==> src/design/source_byte_tokenizer_unit_defines.svh <==
`ifndef SOURCE_BYTE_TOKENIZER_UNIT_DEFINES_SVH
`define SOURCE_BYTE_TOKENIZER_UNIT_DEFINES_SVH

// Same-cycle implication, idle during reset.
`define SBT_ASSERT_NOW(label, ante, cons, msg) \
	label: assert property (@(posedge clk) disable iff (!arst_n) (ante) |-> (cons)) \
		else $error(msg);

// Next-cycle implication, idle during reset.
`define SBT_ASSERT_NEXT(label, ante, cons, msg) \
	label: assert property (@(posedge clk) disable iff (!arst_n) (ante) |=> (cons)) \
		else $error(msg);

`endif

==> src/design/sbt_pkg.sv <==
package sbt_pkg;

	localparam int unsigned LENGTH_BITS_DEF = 16;
	localparam int unsigned OFFSET_BITS_DEF = 32;
	localparam int unsigned LINE_BITS_DEF   = 24;
	localparam int unsigned COLUMN_BITS_DEF = 16;

	localparam logic IN_BYTE = 1'b0;
	localparam logic IN_END  = 1'b1;

	typedef logic [31:0] offset_field_t;
	typedef logic [15:0] length_field_t;
	typedef logic [23:0] line_field_t;
	typedef logic [15:0] column_field_t;

	typedef enum logic [3:0] {
		RK_IDENT      = 4'd0,
		RK_HEX        = 4'd1,
		RK_BIN        = 4'd2,
		RK_OCT        = 4'd3,
		RK_FLOAT      = 4'd4,
		RK_DEC        = 4'd5,
		RK_OPER       = 4'd6,
		RK_STRING     = 4'd7,
		RK_CHAR       = 4'd8,
		RK_BAD_BIN    = 4'd9,
		RK_BAD_OCT    = 4'd10,
		RK_OPEN_STR   = 4'd11,
		RK_OPEN_CHR   = 4'd12,
		RK_UNEXP_END  = 4'd13,
		RK_DONE       = 4'd14
	} res_kind_t;

	typedef struct packed {
		logic       kind;
		logic [7:0] byte_value;
	} src_item_t;

	typedef struct packed {
		logic [3:0]    result_kind;
		offset_field_t start_offset;
		length_field_t token_length;
		line_field_t   start_line;
		column_field_t start_column;
		logic          last_of_run;
	} res_item_t;

endpackage

==> src/design/source_byte_tokenizer_unit.sv <==
// Timing: an accepted item is held in the input register until the output queue has room;
// its results are then written into the output queue and offered from there.
// Throughput: one item per cycle while the four-entry output queue holds two results or
// fewer; a byte gives at most one result, an end item gives up to two.
// Reset: arst_n clears mode, token, position counters, the input register and the result queue at once.
`include "source_byte_tokenizer_unit_defines.svh"

module source_byte_tokenizer_unit #(
	parameter int unsigned LENGTH_BITS = sbt_pkg::LENGTH_BITS_DEF,
	parameter int unsigned OFFSET_BITS = sbt_pkg::OFFSET_BITS_DEF,
	parameter int unsigned LINE_BITS   = sbt_pkg::LINE_BITS_DEF,
	parameter int unsigned COLUMN_BITS = sbt_pkg::COLUMN_BITS_DEF
) (
	input  logic              clk,
	input  logic              arst_n,
	input  logic              src_valid,
	output logic              src_ready,
	input  sbt_pkg::src_item_t src_data,
	output logic              res_valid,
	input  logic              res_ready,
	output sbt_pkg::res_item_t res_data
);

	localparam int unsigned FIFO_DEPTH = 4;
	localparam int unsigned PTR_W      = $clog2(FIFO_DEPTH);
	localparam int unsigned CNT_W      = $clog2(FIFO_DEPTH + 1);

	localparam logic [7:0] CH_NL     = 8'h0A;
	localparam logic [7:0] CH_DQUOTE = 8'h22;
	localparam logic [7:0] CH_SQUOTE = 8'h27;
	localparam logic [7:0] CH_BSLASH = 8'h5C;

	typedef enum logic [3:0] {
		M_DEF, M_IDENT, M_HEX, M_BIN, M_OCT, M_FLOAT, M_DEC, M_ZERO,
		M_OPER, M_STR, M_CHR, M_LCOM, M_BCOM, M_HALT
	} mode_t;

	typedef struct packed {
		logic [7:0]             first;
		logic [7:0]             last;
		logic [LENGTH_BITS-1:0] count;
	} tok_t;

	typedef struct packed {
		mode_t                  next;
		tok_t                   tok;
		logic                   emit;
		logic                   err;
		logic                   rep;
		logic                   start;
		sbt_pkg::res_kind_t     kind;
		logic [LENGTH_BITS-1:0] len;
	} step_t;

	function automatic logic is_dig(input logic [7:0] c);
		return (c >= "0") && (c <= "9");
	endfunction

	function automatic logic is_hex(input logic [7:0] c);
		return is_dig(c) || ((c >= "a") && (c <= "f")) || ((c >= "A") && (c <= "F"));
	endfunction

	function automatic logic is_sp(input logic [7:0] c);
		return (c == " ") || ((c >= 8'd9) && (c <= 8'd13));
	endfunction

	function automatic logic is_op(input logic [7:0] c);
		return (c == "=") || (c == "!") || (c == "<") || (c == ">") || (c == "+") ||
			(c == "-") || (c == "*") || (c == "/") || (c == "%") || (c == "&") ||
			(c == "|") || (c == "^") || (c == "?") || (c == ":") || (c == ",") ||
			(c == ".") || (c == "(") || (c == ")") || (c == "{") || (c == "}") ||
			(c == "[") || (c == "]") || (c == ";") || (c == "~");
	endfunction

	function automatic logic is_dbl(input logic [7:0] c);
		return (c == ":") || (c == "+") || (c == "-") || (c == "&") || (c == "|") ||
			(c == "?") || (c == "<") || (c == ">");
	endfunction

	function automatic logic is_eq2(input logic [7:0] c);
		return (c == "<") || (c == ">") || (c == "=") || (c == "!") || (c == "+") ||
			(c == "-") || (c == "/") || (c == "*") || (c == "%");
	endfunction

	function automatic logic is_eq3(input logic [7:0] c);
		return (c == "<") || (c == ">") || (c == "?");
	endfunction

	function automatic step_t lex_step(input mode_t m, input tok_t t, input logic [7:0] c);
		step_t      s;
		logic       add;
		logic       clr;
		logic       ok;
		logic       nz;
		logic       k1;
		logic       k2;
		logic [7:0] q;
		nz  = |t.count;
		k1  = t.count == LENGTH_BITS'(1);
		k2  = t.count == LENGTH_BITS'(2);
		add = 1'b0;
		clr = 1'b0;
		ok  = 1'b0;
		q   = (m == M_STR) ? CH_DQUOTE : CH_SQUOTE;
		s.next  = m;
		s.tok   = t;
		s.emit  = 1'b0;
		s.err   = 1'b0;
		s.rep   = 1'b0;
		s.start = 1'b0;
		s.kind  = sbt_pkg::RK_IDENT;
		unique case (m)
			M_DEF: begin
				add = 1'b1;
				priority if (c == CH_DQUOTE) s.next = M_STR;
				else if (c == CH_SQUOTE) s.next = M_CHR;
				else if (c == "0") s.next = M_ZERO;
				else if (is_op(c)) s.next = M_OPER;
				else if (is_dig(c)) s.next = M_DEC;
				else if (is_sp(c)) begin
					add = 1'b0;
					clr = 1'b1;
				end else s.next = M_IDENT;
			end
			M_IDENT: begin
				if (is_op(c) || is_sp(c)) begin
					s.emit = 1'b1; s.rep = 1'b1; s.kind = sbt_pkg::RK_IDENT;
				end else add = 1'b1;
			end
			M_HEX: begin
				if (is_hex(c)) add = 1'b1;
				else begin
					s.emit = 1'b1; s.rep = 1'b1; s.kind = sbt_pkg::RK_HEX;
				end
			end
			M_BIN: begin
				priority if ((c == "0") || (c == "1")) add = 1'b1;
				else if (is_dig(c)) begin
					s.err = 1'b1; s.kind = sbt_pkg::RK_BAD_BIN;
				end else begin
					s.emit = 1'b1; s.rep = 1'b1; s.kind = sbt_pkg::RK_BIN;
				end
			end
			M_OCT: begin
				priority if ((c >= "0") && (c <= "7")) add = 1'b1;
				else if (is_dig(c)) begin
					s.err = 1'b1; s.kind = sbt_pkg::RK_BAD_OCT;
				end else begin
					s.emit = 1'b1; s.rep = 1'b1; s.kind = sbt_pkg::RK_OCT;
				end
			end
			M_FLOAT: begin
				if (is_dig(c)) add = 1'b1;
				else begin
					s.emit = 1'b1; s.rep = 1'b1; s.kind = sbt_pkg::RK_FLOAT;
				end
			end
			M_DEC: begin
				priority if (is_dig(c)) add = 1'b1;
				else if (c == ".") begin
					add = 1'b1; s.next = M_FLOAT;
				end else begin
					s.emit = 1'b1; s.rep = 1'b1; s.kind = sbt_pkg::RK_DEC;
				end
			end
			M_ZERO: begin
				priority if (c == ".") begin
					add = 1'b1; s.next = M_FLOAT;
				end else if (c == "b") begin
					add = 1'b1; s.next = M_BIN;
				end else if (c == "x") begin
					add = 1'b1; s.next = M_HEX;
				end else if (is_dig(c)) begin
					s.next = M_OCT; s.rep = 1'b1;
				end else begin
					s.emit = 1'b1; s.rep = 1'b1; s.kind = sbt_pkg::RK_DEC;
				end
			end
			M_OPER: begin
				if (!nz) add = 1'b1;
				else if ((t.first == ".") && is_dig(c)) begin
					add = 1'b1; s.next = M_FLOAT;
				end else if ((t.first == "/") && k1 && (c == "/")) s.next = M_LCOM;
				else if ((t.first == "/") && k1 && (c == "*")) s.next = M_BCOM;
				else begin
					ok = ((t.first == c) && k1 && is_dbl(c)) ||
						((c == "=") && ((k1 && is_eq2(t.first)) || (k2 && is_eq3(t.first)))) ||
						((t.first == "-") && (c == ">") && k1);
					if (ok) add = 1'b1;
					else begin
						s.emit = 1'b1; s.rep = 1'b1; s.kind = sbt_pkg::RK_OPER;
					end
				end
			end
			M_STR, M_CHR: begin
				add = 1'b1;
				if ((c == q) && !(nz && (t.last == CH_BSLASH))) begin
					s.emit = 1'b1;
					s.next = M_DEF;
					s.kind = (m == M_STR) ? sbt_pkg::RK_STRING : sbt_pkg::RK_CHAR;
				end
			end
			M_LCOM: begin
				clr = 1'b1;
				if (c == CH_NL) s.next = M_DEF;
			end
			M_BCOM: begin
				if ((c == "/") && nz && (t.last == "*")) begin
					clr = 1'b1; s.next = M_DEF;
				end else add = 1'b1;
			end
			default: begin
			end
		endcase
		if (clr) s.tok = '0;
		if (add) begin
			if (!nz) s.tok.first = c;
			s.tok.last  = c;
			s.tok.count = (&t.count) ? t.count : t.count + 1'b1;
		end
		s.len = s.tok.count;
		if (s.emit) begin
			s.tok = '0;
			if (s.next == m) s.next = M_DEF;
		end
		s.start = (m == M_DEF) && (s.next != M_DEF);
		return s;
	endfunction

	// input register
	logic               valid_s1;
	sbt_pkg::src_item_t item_s1;

	// lexer state
	mode_t                  mode_q;
	tok_t                   tok_q;
	logic [OFFSET_BITS-1:0] tstart_off_q;
	logic [LINE_BITS-1:0]   tstart_line_q;
	logic [COLUMN_BITS-1:0] tstart_col_q;
	logic [OFFSET_BITS-1:0] offset_q;
	logic [LINE_BITS-1:0]   line_q;
	logic [COLUMN_BITS-1:0] col_q;

	// result queue
	sbt_pkg::res_item_t fifo_q [FIFO_DEPTH];
	logic [PTR_W-1:0]   wr_ptr_q;
	logic [PTR_W-1:0]   rd_ptr_q;
	logic [CNT_W-1:0]   fifo_cnt_q;

	logic                   fire;
	logic                   pop;
	logic                   is_end;
	logic [7:0]             c;
	step_t                  p1;
	step_t                  p2;
	step_t                  fin;
	step_t                  src;
	logic                   tok_res_v;
	logic                   halt_next;
	logic                   start_cap;
	logic [1:0]             res_n;
	sbt_pkg::res_item_t     res0;
	sbt_pkg::res_item_t     res1;
	sbt_pkg::res_item_t     tok_r;
	sbt_pkg::res_item_t     end_r;
	logic [LENGTH_BITS-1:0] open_len;

	assign pop       = res_valid && res_ready;
	assign res_valid = fifo_cnt_q != '0;
	assign res_data  = fifo_q[rd_ptr_q];
	assign fire      = valid_s1 && (fifo_cnt_q <= CNT_W'(2));
	assign src_ready = !valid_s1 || fire;

	always_comb begin
		is_end    = item_s1.kind == sbt_pkg::IN_END;
		c         = is_end ? CH_NL : item_s1.byte_value;
		p1        = lex_step(mode_q, tok_q, c);
		p2        = lex_step(p1.next, p1.tok, c);
		fin       = p1.rep ? p2 : p1;
		src       = (p1.emit || p1.err) ? p1 : p2;
		tok_res_v = p1.emit || p1.err || (p1.rep && (p2.emit || p2.err));
		halt_next = p1.err || (p1.rep && p2.err);
		start_cap = p1.start || (p1.rep && p2.start);

		tok_r.result_kind  = src.kind;
		tok_r.start_offset = sbt_pkg::offset_field_t'(tstart_off_q);
		tok_r.token_length = sbt_pkg::length_field_t'(src.len);
		tok_r.start_line   = sbt_pkg::line_field_t'(tstart_line_q);
		tok_r.start_column = sbt_pkg::column_field_t'(tstart_col_q);
		tok_r.last_of_run  = !is_end;

		open_len = (|fin.tok.count) ? fin.tok.count - 1'b1 : '0;
		end_r.last_of_run = 1'b1;
		priority if ((fin.next == M_STR) || (fin.next == M_CHR)) begin
			end_r.result_kind  = (fin.next == M_STR) ? sbt_pkg::RK_OPEN_STR
				: sbt_pkg::RK_OPEN_CHR;
			end_r.start_offset = sbt_pkg::offset_field_t'(tstart_off_q);
			end_r.token_length = sbt_pkg::length_field_t'(open_len);
			end_r.start_line   = sbt_pkg::line_field_t'(tstart_line_q);
			end_r.start_column = sbt_pkg::column_field_t'(tstart_col_q);
		end else begin
			end_r.result_kind  = (fin.next != M_DEF) ? sbt_pkg::RK_UNEXP_END
				: sbt_pkg::RK_DONE;
			end_r.start_offset = sbt_pkg::offset_field_t'(offset_q);
			end_r.token_length = (fin.next != M_DEF) ? sbt_pkg::length_field_t'(1) : '0;
			end_r.start_line   = sbt_pkg::line_field_t'(line_q);
			end_r.start_column = sbt_pkg::column_field_t'(col_q);
		end

		res0  = tok_r;
		res1  = end_r;
		res_n = 2'd0;
		if (mode_q != M_HALT) begin
			if (is_end) begin
				res0  = tok_res_v ? tok_r : end_r;
				res_n = tok_res_v ? 2'd2 : 2'd1;
			end else begin
				res_n = tok_res_v ? 2'd1 : 2'd0;
			end
		end
	end

	always_ff @(posedge clk or negedge arst_n) begin
		if (!arst_n) begin
			valid_s1      <= 1'b0;
			mode_q        <= M_DEF;
			tok_q         <= '0;
			tstart_off_q  <= '0;
			tstart_line_q <= '0;
			tstart_col_q  <= '0;
			offset_q      <= '0;
			line_q        <= '0;
			col_q         <= '0;
			wr_ptr_q      <= '0;
			rd_ptr_q      <= '0;
			fifo_cnt_q    <= '0;
		end else begin
			if (src_ready) valid_s1 <= src_valid;
			if (fire) begin
				if (is_end) begin
					mode_q        <= M_DEF;
					tok_q         <= '0;
					tstart_off_q  <= '0;
					tstart_line_q <= '0;
					tstart_col_q  <= '0;
					offset_q      <= '0;
					line_q        <= '0;
					col_q         <= '0;
				end else if (mode_q != M_HALT) begin
					mode_q <= halt_next ? M_HALT : fin.next;
					tok_q  <= fin.tok;
					if (start_cap) begin
						tstart_off_q  <= offset_q;
						tstart_line_q <= line_q;
						tstart_col_q  <= col_q;
					end
					offset_q <= (&offset_q) ? offset_q : offset_q + 1'b1;
					if (c == CH_NL) begin
						line_q <= (&line_q) ? line_q : line_q + 1'b1;
						col_q  <= '0;
					end else begin
						col_q <= (&col_q) ? col_q : col_q + 1'b1;
					end
				end
			end
			wr_ptr_q   <= wr_ptr_q + (fire ? PTR_W'(res_n) : '0);
			rd_ptr_q   <= rd_ptr_q + (pop ? PTR_W'(1) : '0);
			fifo_cnt_q <= fifo_cnt_q + (fire ? CNT_W'(res_n) : '0) - (pop ? CNT_W'(1) : '0);
		end
	end

	always_ff @(posedge clk) begin
		if (src_valid && src_ready) item_s1 <= src_data;
		if (fire && (res_n != 2'd0)) fifo_q[wr_ptr_q] <= res0;
		if (fire && (res_n == 2'd2)) fifo_q[PTR_W'(wr_ptr_q + 1'b1)] <= res1;
	end

	`SBT_ASSERT_NOW(a_queue_bound, 1'b1, fifo_cnt_q <= CNT_W'(FIFO_DEPTH), "result queue overrun")
	`SBT_ASSERT_NOW(a_halt_silent, fire && (mode_q == M_HALT), res_n == 2'd0,
		"result while halted")
	`SBT_ASSERT_NEXT(a_end_resets, fire && is_end,
		(mode_q == M_DEF) && (offset_q == '0) && (line_q == '0) && (col_q == '0),
		"end transaction left state behind")
	`SBT_ASSERT_NEXT(a_error_halts, fire && !is_end && (mode_q != M_HALT) && halt_next,
		mode_q == M_HALT, "bad digit did not halt")
	`SBT_ASSERT_NOW(a_run_marks, fire && (res_n == 2'd2),
		!res0.last_of_run && res1.last_of_run, "run end mark misplaced")

endmodule

==> config.mk <==
export PLATFORM = sky130hd
export DESIGN_NAME = source_byte_tokenizer_unit
export DESIGN_NICKNAME = d
export VERILOG_FILES = /design/src/design/sbt_pkg.sv /design/src/design/source_byte_tokenizer_unit.sv
export VERILOG_INCLUDE_DIRS = /design/src /design/src/design
export SDC_FILE = /design/constraint.sdc
export NUM_CORES = 1
export LEC_CHECK = 0
export BUFFER_PORTS_ARGS = -buffer_cell sky130_fd_sc_hd__buf_2
export CAP_MARGIN = 20
export CORE_MARGIN = 5
export CORE_UTILIZATION = 57
export DETAILED_ROUTE_END_ITERATION = 8
export PLACE_DENSITY = 0.74
export SETUP_SLACK_MARGIN = 0.1
export SLEW_MARGIN = 20
export SYNTH_ARGS = -nofsm -noshare
export SYNTH_HDL_FRONTEND = slang
export SYNTH_SLANG_ARGS = --single-unit
==> constraint.sdc <==
create_clock -name clk -period 7.4 [get_ports clk]
set_input_delay 0.74 -clock clk [delete_from_list [all_inputs] [get_ports clk]]
set_output_delay 0.74 -clock clk [all_outputs]
set_load 0.01 [all_outputs]
=== Word-level counts from Yosys, hierarchy flattened ===
Memories as Yosys holds them, arrays and structs flattened.
Index checks and enable logic that the tools add are counted.

* Logic and storage cells: 478
* Register bits: 197
* Memories kept: 1
* Bits in writable memories: 372
* Output and inout port bits: 95

{| class="wikitable"
|+ Memories
! name !! depth !! bits a word !! read ports !! clocked after memory_dff !! wr ports !! line !! RTL
|-
| fifo_q || 4 || 93 || 1 || 0 || 2 || source_byte_tokenizer_unit.sv:245 || <nowiki>sbt_pkg::res_item_t fifo_q [FIFO_DEPTH];</nowiki>
|}

* Eq/ne operators: 99
* Reduce and logical (&&, ||, !) cells: 140
* Add/sub/neg operators: 11
* Multiplexer cells: 201
* $lt $le $gt $ge: 10

{| class="wikitable"
|+ Operator list
! cell !! count
|-
| two-way mux 32 bit || 12
|-
| equality test 8 x 6 -> 1 bit, second input constant || 46
|-
| two-way mux 93 bit || 3
|-
| two-way mux 4 bit || 51
|-
| two-way mux 24 bit || 7
|-
| two-way mux 16 bit || 10
|-
| two-way mux 91 bit || 1
|-
| equality test 8 x 7 -> 1 bit, second input constant || 11
|-
| two-way mux 36 bit || 2
|-
| two-way mux 1 bit || 68
|-
| logical OR 1 bit || 66
|-
| two-way mux 3 bit || 22
|-
| one-hot mux 4 bit (8 select lines) || 2
|-
| two-way mux 60 bit || 1
|-
| one-hot mux 4 bit (7 select lines) || 2
|-
| adder 16 x 1 -> 16 bit, second input constant || 3
|-
| equality test 4 bit, second input constant || 12
|-
| AND reduction 16 bit || 3
|-
| OR reduction 16 bit || 3
|-
| logical AND 1 bit || 45
|-
| adder 32 x 1 -> 32 bit, second input constant || 1
|-
| equality test 16 x 1 -> 1 bit, second input constant || 2
|-
| equality test 16 x 2 -> 1 bit, second input constant || 2
|-
| equality test 4 x 3 -> 1 bit, second input constant || 8
|-
| other kinds (43) || 78
|}

=== Depth between registers and ports, before layout ===
* Depth after elaboration: 65
* Depth in mapped cells: 30
* Gate-level depth less buffers: 28

=== Worst setup path after synthesis ===
No wires, ideal clock.

* Path type: reg2reg
* From: register item_s1, in the netlist is_end
* To: memory fifo_q[3][19] (netlist name), data pin
* Data required time: 7.268 ns
* Stages on the path, launching flop included: 24
* Slack: 0.311 ns
* Arrival time: 6.957 ns
* Cells stage by stage: edfxtp_1 -> buf_4 -> or3b_1 -> o41ai_2 -> a2111o_1 -> o21bai_1 -> a31oi_1 -> or2_2 -> nor2_1 -> and3_1 -> o21ai_0 -> a21oi_1 -> a21o_1 -> ha_1 -> nand3_1 -> and2_1 -> clkbuf_1 -> or2_2 -> clkbuf_1 -> nand2_1 -> a21boi_0 -> buf_2 -> buf_2 -> a22o_1

{| class="wikitable"
|+ RTL lines
! element !! line !! RTL
|-
| start: declaration || source_byte_tokenizer_unit.sv:232 || <nowiki>sbt_pkg::src_item_t item_s1;</nowiki>
|-
| start signal: assignment || source_byte_tokenizer_unit.sv:373 || <nowiki>if (src_valid && src_ready) item_s1 <= src_data;</nowiki>
|-
| end: declaration || source_byte_tokenizer_unit.sv:245 ||
|}

==> impl_metrics.json <==
{
  "worst_slew_pin_slew_ns": 1.18,
  "reg2reg_depth": 21,
  "setup_viol": 0,
  "vias_per_cell": 6.90,
  "avgRoutedWirePerCell_um": 26.8,
  "antenna_found_initial": 1,
  "route.detailed.drc": 0,
  "synth_seq_area_share": 0.510,
  "post_dp_cell_area_sq_mm": 0.0331,
  "postCtsSetupBuffers": 0,
  "fin_area_sq_mm": 0.0351,
  "die_h_um": 245,
  "max_slew_margin": 0.195,
  "wl_met1_mm": 39.3,
  "worstReg2RegEnd": "fifo_q[3][41]$_DFFE_PP_",
  "met2WireLength_mm": 46.2,
  "root_buffer": "clkbuf_16",
  "drive_above_1_share": 0.172,
  "htreeDepth": 2,
  "cp-end-kind": "flip-flop",
  "synth-async-reset-ratio": 0.330,
  "post-route-min-period_ns": 6.86,
  "final_max_slew_viol_count": 0,
  "routed_wl_mm": 97.1,
  "netlist_instances": 2844,
  "grt_pass1_vias": 24800,
  "clk_latency_ns": 0.64,
  "r2r_start": "item_s1[5]$_DFFE_PP_",
  "ant_nets": 0,
  "ir_worst_vdd_uv": 361,
  "start_kind": "flip-flop",
  "fin_setup_tns_ns": 0,
  "areaGrowthSynthToFinish_pct": 11.6,
  "r2r_slack_ns": 0.54,
  "syn_nets": 2877,
  "clkTransAtPathRegs_ns": 0.06,
  "status": "completed",
  "final_cell_mix": "edfxtp_1, nand2_1, a22o_1",
  "yosys_warnings": 0,
  "hold_viol": 0,
  "powerDensity_mw_per_mm2": 423,
  "synth_area_sq_mm": 0.0315,
  "grt_setup_unrepaired": "no",
  "globalplace.congestion": 1.00,
  "worst_slack_ns": 0.542,
  "drtPass1Iterations": 6,
  "core_sq_mm": 0.0549,
  "cts.sinks": 569,
  "endpoint": "fifo_q[3][41]$_DFFE_PP_",
  "port_buffers": 107,
  "crit_fanout": 15,
  "top_layer_used": "met5",
  "antenna_cells": 0,
  "grt_pass1_wl_mm": 151,
  "finClkSkew_ns": 0.0256,
  "avgSynthCellArea_sq_um": 11.1,
  "cp.arrival_ns": 7.23,
  "place_ws_ns": 0.564,
  "ys_ff_latch": 569,
  "grt-ovfl-total": 0,
  "critPathKind": "reg2reg",
  "finalNetCount": 2908,
  "cts_made_buffers": 57,
  "final_common_cell": "edfxtp_1",
  "grt_max_degree": 106,
  "place_hpwl_mm": 60.9,
  "hold_ws_ns": 0.0854,
  "crit_required_ns": 7.77,
  "cellLeakagePower_nw": 12.8,
  "grtUsageTotal": 0.319,
  "cts_tree": "yes",
  "die_width_um": 245,
  "drt_iter0_drc": 3013,
  "num-fill-cells": 4208,
  "wl_met3_mm": 8.85,
  "hold_path_class": "in2async",
  "startpoint": "item_s1[5]$_DFFE_PP_",
  "die_area_sq_mm": 0.0601,
  "num_vias": 25000,
  "synth_ff_type": "edfxtp_1",
  "cts_buffer_depth": 3,
  "synth_edf_count": 373,
  "fin_crit_sh": 0.927,
  "maxCapViolations": 0,
  "ios": 108,
  "start_util": 0.574,
  "fmax_mhz": 146,
  "ys_types": 107,
  "fp-row-count": 86
}
logic make-up after synthesis:
group | count (synthesis) | synth area share
flip-flops | 569 | 0.510
AND/OR/NAND/NOR | 917 | 0.146
multiplexers | 114 | 0.0735
adder cells (fa/ha/maj) | 20 | 0.00818
AO/OA/AOI/OAI | 820 | 0.193
buffers and inverters | 299 | 0.0404
XOR/XNOR | 105 | 0.0292
repair_timing:
item	4_1_cts	5_1_grt
setup endpoints to repair	0	5
gates resized for setup	0	2
hold buffers	0	0
stage by stage:
step,util,power [W],instances
after global routing,0.640,0.0156,3628
final,0.640,0.0149,3628
after detailed placement,0.603,0.0117,3519
after CTS,0.639,0.0148,3627
after floorplan,-,0.00890,2844
after global placement,0.603,0.0117,3519
where the power goes:
part | switching [W] | internal [W]
logic | 0.00483 | 0.00260
registers | 0.000392 | 0.00401
clock network | 0.00127 | 0.00178
area by class of cell:
type                            instances  area, sq um  share of cell area
Tap cell                              704          881              0.0251
Clock buffer                           77         1610              0.0459
Timing Repair Buffer                  237         1740              0.0495
Multi-Input combinational cell       1976        14300               0.408
Clock inverter                         31          382              0.0109
Sequential cell                       569        16100               0.457
Inverter                               34          128             0.00363
cell usage after synthesis, types with 16 or more instances:
cell | number | area, sq um
edfxtp_1 | 373 | 11200
o22ai_1 | 57 | 357
nor3_1 | 40 | 200
a22o_1 | 302 | 2650
nand2_1 | 349 | 1310
nand2b_1 | 24 | 150
o211ai_1 | 22 | 165
a21oi_1 | 68 | 340
nand3_1 | 69 | 345
o21ai_0 | 169 | 846
xnor2_1 | 39 | 342
or3_1 | 20 | 125
o32ai_1 | 17 | 149
nor4_1 | 16 | 100
nand4_1 | 44 | 275
dfrtp_1 | 188 | 4700
inv_1 | 34 | 128
xor2_1 | 66 | 578
mux4_2 | 93 | 2090
and2_1 | 18 | 113
nor2_1 | 177 | 664
buf_1 | 24 | 90.1
clkbuf_1 | 177 | 664
nor2b_1 | 20 | 125
ha_1 | 19 | 238
and3_1 | 31 | 194
buf_2 | 47 | 235
nor3b_1 | 16 | 120
layer usage:
layer | up-vias | global-route usage
met5 | - | 0
met2 | 1393 | 0.516
met4 | 2 | 0.0987
li1 | 11000 | -
met1 | 12500 | 0.449
met3 | 198 | 0.0561
how the worst min path moves through the flow:
stage | cells after the start | slack [ns] | from | end
2_1_floorplan | 0 | 0.44 | arst_n | col_q[0]$_DFFE_PN0P_
3_3_place_gp | 1 | 0.46 | fifo_q[3][0]$_SDFFE_PP1P_ | fifo_q[3][0]$_SDFFE_PP1P_
3_5_place_dp | 2 | 0.48 | fifo_q[1][92]$_SDFFE_PP1P_ | fifo_q[1][92]$_SDFFE_PP1P_
4_1_cts | 1 | 0.07 | arst_n | tok_q[10]$_DFFE_PN0P_
5_1_grt | 1 | 0.11 | arst_n | tok_q[9]$_DFFE_PN0P_
6_report | 1 | 0.09 | arst_n | tok_q[10]$_DFFE_PN0P_
state kept, by name (all words and copies together), names as in the netlist:
name	cells
fifo_q	372
offset_q	32
tok_q	32
tstart_off_q	32
line_q	24
tstart_line_q	24
col_q	16
tstart_col_q	16
item_s1	8
mode_q	4
fifo_cnt_q	3
rd_ptr_q	2
wr_ptr_q	2
is_end	1
valid_s1	1
critical path, cell delays in order, from the launching register on:
cell	delay (ns)
edfxtp_1	0.72
nand2_1	0.17
or4b_1	0.69
and2_1	0.27
a22oi_2	0.18
and4b_4	0.33
o21ai_2	0.10
buf_4	0.19
o221ai_1	0.35
nand3_1	0.19
inv_1	0.15
ha_1	0.30
nand3_2	0.10
or4b_2	0.70
o211ai_1	0.23
xor2_1	0.12
or4b_1	0.60
nor3b_4	0.36
buf_4	0.20
a41oi_1	0.18
o21ai_1	0.34
o22ai_1	0.13
(Power assumes the default switching activity.)
